===== src/rtl/swpm_pkg.sv =====
// Package of the swap-tolerant pattern matcher: sizes, command codes and cell link types.
package swpm_pkg;

	localparam int MAX_PATTERN = 64;
	localparam int LEN_W       = 7;
	localparam int IDX_W       = 6;
	localparam int LETTER_W    = 5;
	localparam int CMD_W       = 2;

	typedef enum logic [CMD_W-1:0] {
		CMD_LOAD  = 2'd0,
		CMD_TEXT  = 2'd1,
		CMD_CLEAR = 2'd2
	} cmd_t;

	typedef struct packed {
		logic                text_en;
		logic                clear_en;
		logic [LETTER_W-1:0] letter;
	} swpm_ctl_t;

	typedef struct packed {
		logic done;
		logic first;
		logic eq;
	} swpm_link_t;

	localparam swpm_link_t LINK_HEAD = '{done: 1'b1, first: 1'b0, eq: 1'b0};
	localparam swpm_link_t LINK_TAIL = '{done: 1'b0, first: 1'b0, eq: 1'b0};

endpackage


===== src/rtl/swpm_cell.sv =====
// One pattern position: stored letter and its plain, swap-first and swap-second match bits.
module swpm_cell (
	input  logic                 clk,
	input  logic                 arst_n,
	input  swpm_pkg::swpm_ctl_t  ctl,
	input  logic                 wr_en,
	input  logic                 active,
	input  logic                 right_active,
	input  swpm_pkg::swpm_link_t left,
	input  swpm_pkg::swpm_link_t right,
	output swpm_pkg::swpm_link_t link,
	output logic                 done_next
);
	import swpm_pkg::*;

	logic [LETTER_W-1:0] letter_q;
	logic                plain_q;
	logic                first_q;
	logic                second_q;
	logic                eq;
	logic                plain_d;
	logic                first_d;
	logic                second_d;

	assign eq       = (letter_q == ctl.letter);
	assign plain_d  = active & left.done & eq;
	assign first_d  = right_active & left.done & right.eq;
	assign second_d = active & left.first & left.eq;

	assign done_next = plain_d | second_d;
	assign link      = '{done: plain_q | second_q, first: first_q, eq: eq};

	always_ff @(posedge clk) begin
		if (wr_en) begin
			letter_q <= ctl.letter;
		end
	end

	always_ff @(posedge clk or negedge arst_n) begin
		if (!arst_n) begin
			plain_q  <= 1'b0;
			first_q  <= 1'b0;
			second_q <= 1'b0;
		end else if (ctl.clear_en) begin
			plain_q  <= 1'b0;
			first_q  <= 1'b0;
			second_q <= 1'b0;
		end else if (ctl.text_en) begin
			plain_q  <= plain_d;
			first_q  <= first_d;
			second_q <= second_d;
		end
	end

endmodule


===== src/rtl/swap_tolerant_pattern_match.sv =====
// Top level of the swap-tolerant pattern matcher: cell chain, length mask and output skid.
//
// Shift-And matcher that tolerates disjoint adjacent swaps in a pattern of up to 64 letters.
// Every beat gives exactly one result beat: load (command 0) writes a pattern letter at
// pattern_index, text (command 1) advances all 64 cells at once and reports on match whether
// the pattern, with swaps, ends at this letter, clear (command 2) starts a new text; load,
// clear and the unused code give match 0. One beat is taken every cycle while the skid
// stage is empty: the cell row updates at once and each result is registered, with a
// one-entry skid stage so that a beat is still taken while one result waits. Write the
// length through cfg_we/cfg_wdata only while idle; 0 acts as 1 and values above 64 act as
// 64. Pattern positions below the length must be loaded first.
module swap_tolerant_pattern_match (
	input  logic                          clk,
	input  logic                          arst_n,
	input  logic                          cfg_we,
	input  logic [swpm_pkg::LEN_W-1:0]    cfg_wdata,
	input  logic                          in_valid,
	output logic                          in_ready,
	input  logic [swpm_pkg::CMD_W-1:0]    command,
	input  logic [swpm_pkg::IDX_W-1:0]    pattern_index,
	input  logic [swpm_pkg::LETTER_W-1:0] letter,
	output logic                          out_valid,
	input  logic                          out_ready,
	output logic                          match
);
	import swpm_pkg::*;

	logic [LEN_W-1:0]       used_len;
	logic [MAX_PATTERN-1:0] active_d;
	logic [MAX_PATTERN-1:0] last_d;
	logic [MAX_PATTERN-1:0] active_q;
	logic [MAX_PATTERN-1:0] last_q;
	logic [MAX_PATTERN-1:0] wr_en;
	logic [MAX_PATTERN-1:0] done_next;
	swpm_link_t             link [MAX_PATTERN];
	swpm_ctl_t              ctl;
	logic                   accept;
	logic                   load_en;
	logic                   result;
	logic                   out_match_q;
	logic                   out_valid_q;
	logic                   skid_match_q;
	logic                   skid_valid_q;

	always_comb begin
		if (cfg_wdata == '0) begin
			used_len = LEN_W'(1);
		end else if (cfg_wdata > LEN_W'(MAX_PATTERN)) begin
			used_len = LEN_W'(MAX_PATTERN);
		end else begin
			used_len = cfg_wdata;
		end
		for (int j = 0; j < MAX_PATTERN; j++) begin
			active_d[j] = (LEN_W'(j) < used_len);
			last_d[j]   = (LEN_W'(j) == used_len - LEN_W'(1));
		end
	end

	always_ff @(posedge clk or negedge arst_n) begin
		if (!arst_n) begin
			active_q <= MAX_PATTERN'(1);
			last_q   <= MAX_PATTERN'(1);
		end else if (cfg_we) begin
			active_q <= active_d;
			last_q   <= last_d;
		end
	end

	assign in_ready = !skid_valid_q;
	assign accept   = in_valid && in_ready;
	assign load_en  = accept && (command == CMD_LOAD);

	assign ctl.text_en  = accept && (command == CMD_TEXT);
	assign ctl.clear_en = accept && (command == CMD_CLEAR);
	assign ctl.letter   = letter;

	always_comb begin
		for (int j = 0; j < MAX_PATTERN; j++) begin
			wr_en[j] = load_en && ({1'b0, pattern_index} < LEN_W'(MAX_PATTERN))
				&& (pattern_index == IDX_W'(j));
		end
	end

	for (genvar g = 0; g < MAX_PATTERN; g++) begin : g_cell
		swpm_link_t left_link;
		swpm_link_t right_link;
		logic       right_act;

		if (g == 0) begin : g_head
			assign left_link = LINK_HEAD;
		end else begin : g_mid_left
			assign left_link = link[g-1];
		end

		if (g == MAX_PATTERN - 1) begin : g_tail
			assign right_link = LINK_TAIL;
			assign right_act  = 1'b0;
		end else begin : g_mid_right
			assign right_link = link[g+1];
			assign right_act  = active_q[g+1];
		end

		swpm_cell u_cell (
			.clk          (clk),
			.arst_n       (arst_n),
			.ctl          (ctl),
			.wr_en        (wr_en[g]),
			.active       (active_q[g]),
			.right_active (right_act),
			.left         (left_link),
			.right        (right_link),
			.link         (link[g]),
			.done_next    (done_next[g])
		);
	end

	assign result = (command == CMD_TEXT) && (|(last_q & done_next));

	always_ff @(posedge clk) begin
		if (out_ready || !out_valid_q) begin
			out_match_q <= skid_valid_q ? skid_match_q : result;
		end else if (accept) begin
			skid_match_q <= result;
		end
	end

	always_ff @(posedge clk or negedge arst_n) begin
		if (!arst_n) begin
			out_valid_q  <= 1'b0;
			skid_valid_q <= 1'b0;
		end else if (out_ready || !out_valid_q) begin
			out_valid_q  <= skid_valid_q || accept;
			skid_valid_q <= 1'b0;
		end else if (accept) begin
			skid_valid_q <= 1'b1;
		end
	end

	assign out_valid = out_valid_q;
	assign match     = out_match_q;

endmodule


===== config.mk =====
export PLATFORM = sky130hd
export DESIGN_NAME = swap_tolerant_pattern_match
export DESIGN_NICKNAME = d
export VERILOG_FILES = /design/src/rtl/swpm_pkg.sv /design/src/rtl/swpm_cell.sv /design/src/rtl/swap_tolerant_pattern_match.sv
export SDC_FILE = /design/constraint.sdc
export NUM_CORES = 1
export LEC_CHECK = 0
export BUFFER_PORTS_ARGS = -buffer_cell sky130_fd_sc_hd__buf_2
export CORE_MARGIN = 2
export CORE_UTILIZATION = 29
export DETAILED_ROUTE_END_ITERATION = 8
export GPL_TIMING_DRIVEN = 1
export PLACE_DENSITY = 0.47
export SYNTH_ARGS = -nofsm -noshare
export SYNTH_HDL_FRONTEND = slang
export SYNTH_SLANG_ARGS = --single-unit

===== constraint.sdc =====
create_clock -name clk -period 2.1 [get_ports clk]
set_clock_uncertainty 0.05 [all_clocks]
set_input_delay 0.525 -clock clk [delete_from_list [all_inputs] [get_ports clk]]
set_output_delay 0.525 -clock clk [all_outputs]
set_load 0.1 [all_outputs]

; Word-level counts from Yosys, hierarchy flattened
; Index checks and enable logic that the tools add are counted.
[totals]
register_bits = 641
latchBits = 0
ramBits = 0
romBits = 0
inputBits = 25
out_inout_bits = 3
word_cells = 1487
n_memories = 0
[op_classes]
n_addsub = 1
multipliers = 0
div = 0
n_lt_le_gt_ge = 65
n_eq_ne = 192
shift = 0
muxes = 383
bitwise = 506
reduce_logical = 81
[ops]
columns = cell, count
row1 = 2-to-1 mux 1 bit, 381
row2 = AND 1 bit, 378
row3 = equality test 5 bit, 64
row4 = "equality test 6 x 7 -> 1 bit, first input constant", 32
row5 = "less-than comparator 6 x 7 -> 1 bit, first input constant", 32
row6 = "equality test 6 bit, second input constant", 32
row7 = bitwise OR 1 bit, 126
row8 = "equality test 5 x 7 -> 1 bit, first input constant", 16
row9 = "less-than comparator 5 x 7 -> 1 bit, first input constant", 16
row10 = "equality test 6 x 5 -> 1 bit, second input constant", 16
row11 = logical AND 1 bit, 69
row12 = AND 64 bit, 1
row13 = OR reduction 64 bit, 1
row14 = "equality test 4 x 7 -> 1 bit, first input constant", 8
row15 = "less-than comparator 4 x 7 -> 1 bit, first input constant", 8
row16 = "equality test 6 x 4 -> 1 bit, second input constant", 8
row17 = "equality test 3 x 7 -> 1 bit, first input constant", 4
row18 = "less-than comparator 3 x 7 -> 1 bit, first input constant", 4
row19 = "equality test 6 x 3 -> 1 bit, second input constant", 4
row20 = "equality test 2 x 7 -> 1 bit, first input constant", 2
row21 = zero test 7 bit, 2
row22 = "less-than comparator 1 x 7 -> 1 bit, first input constant", 2
row23 = "less-than comparator 2 x 7 -> 1 bit, first input constant", 2
row24 = 2-to-1 mux 7 bit, 2
row25 = other kinds (14), 18

; Logic depth before layout (Yosys ltp)
[depth]
word_depth = 8
depth_mapped = 11

; Modules after synthesis
; A second synthesis with hierarchy kept.
[hier_totals]
cells_unflattened = 2621
area_unflattened_um2 = 30804.5
[by_module_without_submodules]
columns = mod, instances, cells_per_inst, area_each_um2
row1 = swpm_cell, 64, 31, 384.1
row2 = swap_tolerant_pattern_match, 1, 637, 6221.0

; Worst setup path before layout
; No wires, ideal clock.
[synth_timing]
kind = reg2reg
start = register skid_valid_q
end = register g_cell[3].u_cell.letter_q[0], enable pin
setup_time_ns = 0.339
arrival_ns = 2.507
t_required_ns = 1.711
path_slack_ns = -0.796
stages_incl_launch_ff = 8
path_buffers = 2
period_less_slack_ns = 2.896
cell_sequence = dfrtp_1 -> inv_1 -> nand2_1 -> or3_1 -> or3_1 -> clkbuf_1 -> clkbuf_1 -> nor2_1
[synth_between]
elab_chain_cells = 4
[synth_lines]
columns = item, line
row1 = from (decl), swap_tolerant_pattern_match.sv:43  ; logic skid_valid_q;
row2 = from (signal assigned), swap_tolerant_pattern_match.sv:130  ; skid_valid_q <= 1'b0;
row3 = from (signal assigned), swap_tolerant_pattern_match.sv:133  ; skid_valid_q <= 1'b0;
row4 = from (signal assigned), swap_tolerant_pattern_match.sv:135  ; skid_valid_q <= 1'b1;
row5 = zero test 1 bit, swap_tolerant_pattern_match.sv:69  ; assign in_ready = !skid_valid_q;
row6 = via in_ready, swap_tolerant_pattern_match.sv:18  ; output logic in_ready,
row7 = logical AND 1 bit, swap_tolerant_pattern_match.sv:70  ; assign accept = in_valid && in_ready;
row8 = logical AND 1 bit, swap_tolerant_pattern_match.sv:71  ; assign load_en = accept && (command == CMD_LOAD);
row9 = logical AND 1 bit, swap_tolerant_pattern_match.sv:80  ; && (pattern_index == IDX_W'(j));
row10 = via g_cell[3].u_cell.wr_en, swpm_cell.sv:6  ; input logic wr_en,
row11 = to (signal assigned), swpm_cell.sv:35  ; letter_q <= ctl.letter;
row12 = to (decl), swpm_cell.sv:16  ; logic [LETTER_W-1:0] letter_q;
; The timed path passes the listed nets, and every way through them passes these cells.
; A chain may end at the register's enable or synchronous reset.

; Final worst setup path
[layout_timing]
start = input letter[2] (netlist name)
end = register out_match_q (netlist: match), data pin
[layout_between]
elab_chain_cells = 7
[layout_lines]
columns = item, line
row1 = from (decl), swap_tolerant_pattern_match.sv:21  ; input logic [swpm_pkg::LETTER_W-1:0] letter,
row2 = equality test 5 bit, swpm_cell.sv:25  ; assign eq = (letter_q == ctl.letter);
row3 = AND 1 bit (on tied branches), "swpm_cell.sv:26, swpm_cell.sv:28"
row4 = bitwise OR 1 bit, swpm_cell.sv:30  ; assign done_next = plain_d | second_d;
row5 = AND 64 bit *, swap_tolerant_pattern_match.sv:117  ; assign result = (command == CMD_TEXT) && (|(last_q & done_next));
row6 = OR reduction 64 bit *, swap_tolerant_pattern_match.sv:117
row7 = logical AND 1 bit *, swap_tolerant_pattern_match.sv:117
row8 = 2-to-1 mux 1 bit *, swap_tolerant_pattern_match.sv:121  ; out_match_q <= skid_valid_q ? skid_match_q : result;
row9 = to (signal assigned), swap_tolerant_pattern_match.sv:121
row10 = to (decl), swap_tolerant_pattern_match.sv:40  ; logic out_match_q;
; Mark *: on every way between the ends. The rest lies on a longest branch, timed or not.

==> impl_metrics.xml <==
<?xml version="1.0" encoding="UTF-8"?>
<metrics>
  <group name="synthesis">
    <metric name="syn_inst_count" unit="">2541</metric>
    <metric name="synth_cell_types" unit="">64</metric>
    <metric name="ys.warnings.count" unit="">0</metric>
    <metric name="ys.flop_type" unit="">sky130_fd_sc_hd__edfxtp_1</metric>
    <metric name="post_synth_instance_area" unit="um^2">28330</metric>
    <metric name="postSynthNetCount" unit="">2566</metric>
    <metric name="synth-edff-count" unit="">322</metric>
    <metric name="yosysSeqAreaShare" unit="%">62.23</metric>
    <metric name="syn_avg_cell_area" unit="um^2">11.15</metric>
    <metric name="synth.ff_latch_count" unit="">640</metric>
    <metric name="synth-async-reset-ratio" unit="%">49.69</metric>
  </group>
  <group name="worst_hold_path">
    <metric name="hp_class" unit="">in -&gt; reg</metric>
    <metric name="hold_path_startpoint" unit="">letter[2]</metric>
  </group>
  <group name="grt">
    <metric name="overflow" unit="">0</metric>
    <metric name="maximum_number_of_pins_on_one_net_before_global_route_repair" unit="">95</metric>
    <metric name="grt_first_pass_wirelength" unit="um">145200</metric>
    <metric name="grt_antenna_before_repair" unit="">3</metric>
    <metric name="groute.usage.overall" unit="%">19.77</metric>
    <metric name="vias_in_the_first_global_route" unit="">21520</metric>
  </group>
  <group name="job">
    <metric name="max-cap-violations" unit="">0</metric>
  </group>
  <group name="routing">
    <metric name="post-route-drc-count" unit="">0</metric>
    <metric name="routed_via_density" unit="">4.893</metric>
    <metric name="route.antenna.remaining_nets" unit="">0</metric>
    <metric name="detailroute.via_count" unit="">21640</metric>
    <metric name="drtIter0Drc" unit="">2272</metric>
    <metric name="route.detailed.wl_per_inst" unit="um">22.32</metric>
    <metric name="drt-total-wl" unit="um">98710</metric>
    <metric name="detail_route.first_pass.iterations" unit="">6</metric>
  </group>
  <group name="outcome">
    <metric name="result_of_the_run" unit="">complete, but fails checks</metric>
    <metric name="violations_in_the_final_reports" unit="">setup timing</metric>
  </group>
  <group name="placement">
    <metric name="place_hpwl" unit="um">75100</metric>
    <metric name="post-place-cells" unit="">4282</metric>
    <metric name="count_of_buffers_from_port_buffering" unit="">27</metric>
    <metric name="place.gp.congestion" unit="">0.9552</metric>
  </group>
  <group name="floorplanning">
    <metric name="dieArea" unit="um^2">100200</metric>
    <metric name="std_cell_rows" unit="">114</metric>
    <metric name="dieWidth" unit="um">316.5</metric>
    <metric name="floorplan.initialDensity" unit="%">29.29</metric>
    <metric name="die_height" unit="um">316.5</metric>
    <metric name="core_region_area" unit="um^2">96710</metric>
    <metric name="io-pin-count" unit="">28</metric>
  </group>
  <group name="timing">
    <metric name="final_min_period_over_clock_period" unit="%">131.3</metric>
    <metric name="tightest_slew" unit="ps">904.4</metric>
    <metric name="setup_viol_count_final" unit="">34</metric>
    <metric name="timing.slew.headroom" unit="%">39.07</metric>
    <metric name="finalWorstSetupSlack" unit="ps">-658.1</metric>
    <metric name="achievable-frequency" unit="MHz">362.6</metric>
    <metric name="final-hold-violation-count" unit="">0</metric>
    <metric name="timing.final.max_slew_violations" unit="">0</metric>
    <metric name="final.min_clock_period" unit="ps">2758</metric>
    <metric name="rsz0062_at_grt" unit="">yes</metric>
  </group>
  <group name="setup_path">
    <metric name="timing.critical_path.required" unit="ps">2420</metric>
    <metric name="worst_reg2reg_path_startpoint" unit="">g_cell[49].u_cell.letter_q[3]</metric>
    <metric name="timing.critical_path.from_type" unit="">input port</metric>
    <metric name="slowest_stage" unit="">sky130_fd_sc_hd__nor4_4</metric>
    <metric name="timing_worst_setup_path_type" unit="">in -&gt; reg</metric>
    <metric name="crit_buf_inv" unit="">5</metric>
    <metric name="critPathCaptureType" unit="">flop</metric>
    <metric name="startpoint" unit="">letter[2]</metric>
    <metric name="cp_cell_sequence" unit="">buf_6, buf_12, buf_12, buf_4, xor2_1, nor3_1, and3_2, a22o_1, nor4_2, nand4_1, nor4_4, buf_4, o31ai_1</metric>
    <metric name="worstPathMaxFanout" unit="">11</metric>
    <metric name="critical-path-max-stage-delay" unit="ps">430</metric>
    <metric name="cp_top_family" unit="">simple AND/OR/NAND/NOR gates</metric>
    <metric name="critPathArrivalTime" unit="ps">3080</metric>
  </group>
  <group name="final_layout">
    <metric name="antenna-diode-count" unit="">0</metric>
    <metric name="final_layout_size_suffix_gt1_share" unit="%">25.72</metric>
    <metric name="finalCoreUtilization" unit="%">38.63</metric>
    <metric name="finish.cell_count_without_fillers" unit="">4422</metric>
    <metric name="final_stage_net_count" unit="">3111</metric>
    <metric name="synthToLayoutAreaGrowth" unit="%">31.89</metric>
  </group>
  <group name="clock_tree">
    <metric name="clkSlewWorstSetupHoldPaths" unit="ps">60</metric>
    <metric name="tritoncts_clock_tree" unit="">done</metric>
    <metric name="worst_skew_pair.late_latency" unit="ps">650</metric>
    <metric name="clock-root-buffer" unit="">sky130_fd_sc_hd__clkbuf_16</metric>
    <metric name="htree_num_levels" unit="">3</metric>
    <metric name="number_of_buffers_inserted_during_clock_tree_synthesis" unit="">75</metric>
    <metric name="clock_sinks" unit="">640</metric>
    <metric name="clk_path_buf_depth" unit="">3</metric>
  </group>
  <group name="power">
    <metric name="share_comb_of_total_power" unit="%">8.2</metric>
    <metric name="power.share.clock" unit="%">45.7</metric>
    <metric name="power_frac_seq" unit="%">46.1</metric>
    <metric name="internal-power" unit="uW">22240</metric>
    <metric name="switching_power" unit="uW">6876</metric>
    <metric name="swShare" unit="%">23.62</metric>
    <metric name="power.leakage" unit="uW">0.01458</metric>
    <metric name="max-vdd-ir-drop" unit="V">0.0004578</metric>
    <metric name="total_power_density_per_cell_area" unit="nW/um^2">779.2</metric>
  </group>
</metrics>
[final timing paths]
check,endpoint,slack [ps],cells past startpoint
max reg2reg,match,-650,9
max in group asynchronous,g_cell[24].u_cell.plain_q,990,3
min reg2reg,g_cell[53].u_cell.second_q,420,2
max,match,-660,13
min in group asynchronous,g_cell[56].u_cell.first_q,250,2
min,g_cell[4].u_cell.letter_q[2],150,1
[state kept, by name, indices dropped and copies added, names as in the netlist]
| name | flops |
|---|---|
| g_cell.u_cell.letter_q | 320 |
| active_q | 64 |
| last_q | 64 |
| g_cell.u_cell.first_q | 63 |
| g_cell.u_cell.plain_q | 63 |
| g_cell.u_cell.second_q | 62 |
| match | 1 |
| out_valid | 1 |
| skid_match_q | 1 |
| skid_valid_q | 1 |
[worst reg2reg max path, cell delays in order, from the launching register on]
cell	delay (ps)
sky130_fd_sc_hd__edfxtp_1	420
sky130_fd_sc_hd__xor2_2	180
sky130_fd_sc_hd__nor3_2	80
sky130_fd_sc_hd__and3_4	200
sky130_fd_sc_hd__or4b_4	530
sky130_fd_sc_hd__nor4_4	140
sky130_fd_sc_hd__nand4_1	220
sky130_fd_sc_hd__nor4_4	430
sky130_fd_sc_hd__buf_4	180
sky130_fd_sc_hd__o31ai_1	60
[repair_timing]
action | 4_1_cts | 5_1_grt
gates resized for setup | 35 | 31
pin swaps | 17 | 11
setup buffers | 1 | 0
endpoints found under the setup margin | 94 | 145
hold endpoints to repair | 62 | 0
hold buffers | 1 | 0
cloned | 1 | 1
[power groups by stage]
stage	registers [uW]	clock network, uW	logic, uW
2_1_floorplan	13700	0	1000
3_3_place_gp	13700	0	2340
3_5_place_dp	13700	0	2350
4_1_cts	13400	13600	2380
5_1_grt	13400	14100	2570
6_report	13400	13300	2380
[routing by layer]
layer | global-route usage, % | up-vias | wire length [um]
li1 | - | 10000 | -
met1 | 28.27 | 10800 | 45230
met2 | 30.19 | 685 | 43700
met3 | 3.676 | 147 | 6705
met4 | 6.486 | 0 | 3070
met5 | 0 | - | 0
[through the flow]
step | area [um^2] | hold WS, ps | TNS, ps | setup slack, ps | power (uW)
floorplan | 28940 | 179.4 | -27110 | -466.2 | 14700
global placement | 34510 | 307.3 | -76390 | -1662 | 16010
detailed placement | 34510 | 310.6 | -84260 | -1611 | 16030
CTS | 37200 | 127.3 | -2465 | -618.9 | 29420
global route | 37360 | 138.4 | -4431 | -717.2 | 30090
finish | 37360 | 149.2 | -2136 | -658.1 | 29110
[cell usage in the layout (no fill, tap or decap), types with 22 or more instances in the layout]
cell type / Yosys / layout
sky130_fd_sc_hd__a21oi_1: 38 / 37
sky130_fd_sc_hd__buf_12: 3 / 41
sky130_fd_sc_hd__buf_4: 10 / 504
sky130_fd_sc_hd__clkbuf_1: 62 / 22
sky130_fd_sc_hd__clkbuf_16: 0 / 78
sky130_fd_sc_hd__dfrtp_1: 316 / 316
sky130_fd_sc_hd__edfxtp_1: 322 / 322
sky130_fd_sc_hd__inv_1: 97 / 95
sky130_fd_sc_hd__nand2_1: 359 / 354
sky130_fd_sc_hd__nand3_1: 149 / 146
sky130_fd_sc_hd__nand4_1: 67 / 67
sky130_fd_sc_hd__nor2_1: 244 / 180
sky130_fd_sc_hd__nor2_4: 0 / 55
sky130_fd_sc_hd__nor3_1: 75 / 64
sky130_fd_sc_hd__o21ai_0: 150 / 150
sky130_fd_sc_hd__o22ai_1: 77 / 76
sky130_fd_sc_hd__xnor2_1: 142 / 142
sky130_fd_sc_hd__xor2_1: 180 / 177
[Yosys cell counts (all sizes together) (3+ instances only)]
library cell / number / area share, %
o211a: 4 / 0.14
o31ai: 7 / 0.19
nor3: 75 / 1.3
a22oi: 14 / 0.37
or4: 7 / 0.19
and2: 20 / 0.44
nand3: 151 / 2.7
nor4: 17 / 0.40
edfxtp: 322 / 34
nor2b: 14 / 0.31
a21oi: 38 / 0.67
and4: 5 / 0.15
nor2: 244 / 3.2
clkbuf: 62 / 0.82
dfrtp: 316 / 28
nor4b: 5 / 0.15
inv: 97 / 1.3
a31oi: 8 / 0.18
nand2: 359 / 4.8
o21ai: 152 / 2.7
a32o: 7 / 0.25
o211ai: 4 / 0.11
nand2b: 10 / 0.22
nand4b: 5 / 0.15
nor3b: 8 / 0.21
mux2: 7 / 0.28
or3: 8 / 0.18
nand4: 67 / 1.5
o221ai: 4 / 0.12
xnor2: 142 / 4.4
xor2: 180 / 5.6
buf: 49 / 1.6
and3: 19 / 0.42
a22o: 4 / 0.12
a211oi: 3 / 0.079
o22ai: 77 / 1.7
o2111ai: 3 / 0.093
[cell families (layout without fill, tap and decap cells)]
group,count (synthesis),in the layout,share of synthesized area (%)
AOI/OAI and AO/OA,343,343,7.284
xor gates and xnor gates,322,322,9.956
buffers and inverters,208,813,3.715
DFF,640,640,62.23
muxes,7,7,0.2783
and+or+nand+nor,1021,1021,16.53
[cell type report]
| cell class | instances | area [um^2] |
|---|---|---|
| inverter | 97 | 367.9 |
| timing repair buffer | 579 | 4908 |
| fill | 9396 | 59350 |
| tap | 1276 | 1597 |
| clock buffer | 109 | 2147 |
| sequential | 640 | 17630 |
| multi-input combinational | 1693 | 10380 |
| clock inverter | 28 | 336.6 |
(Power assumes the default switching activity.)
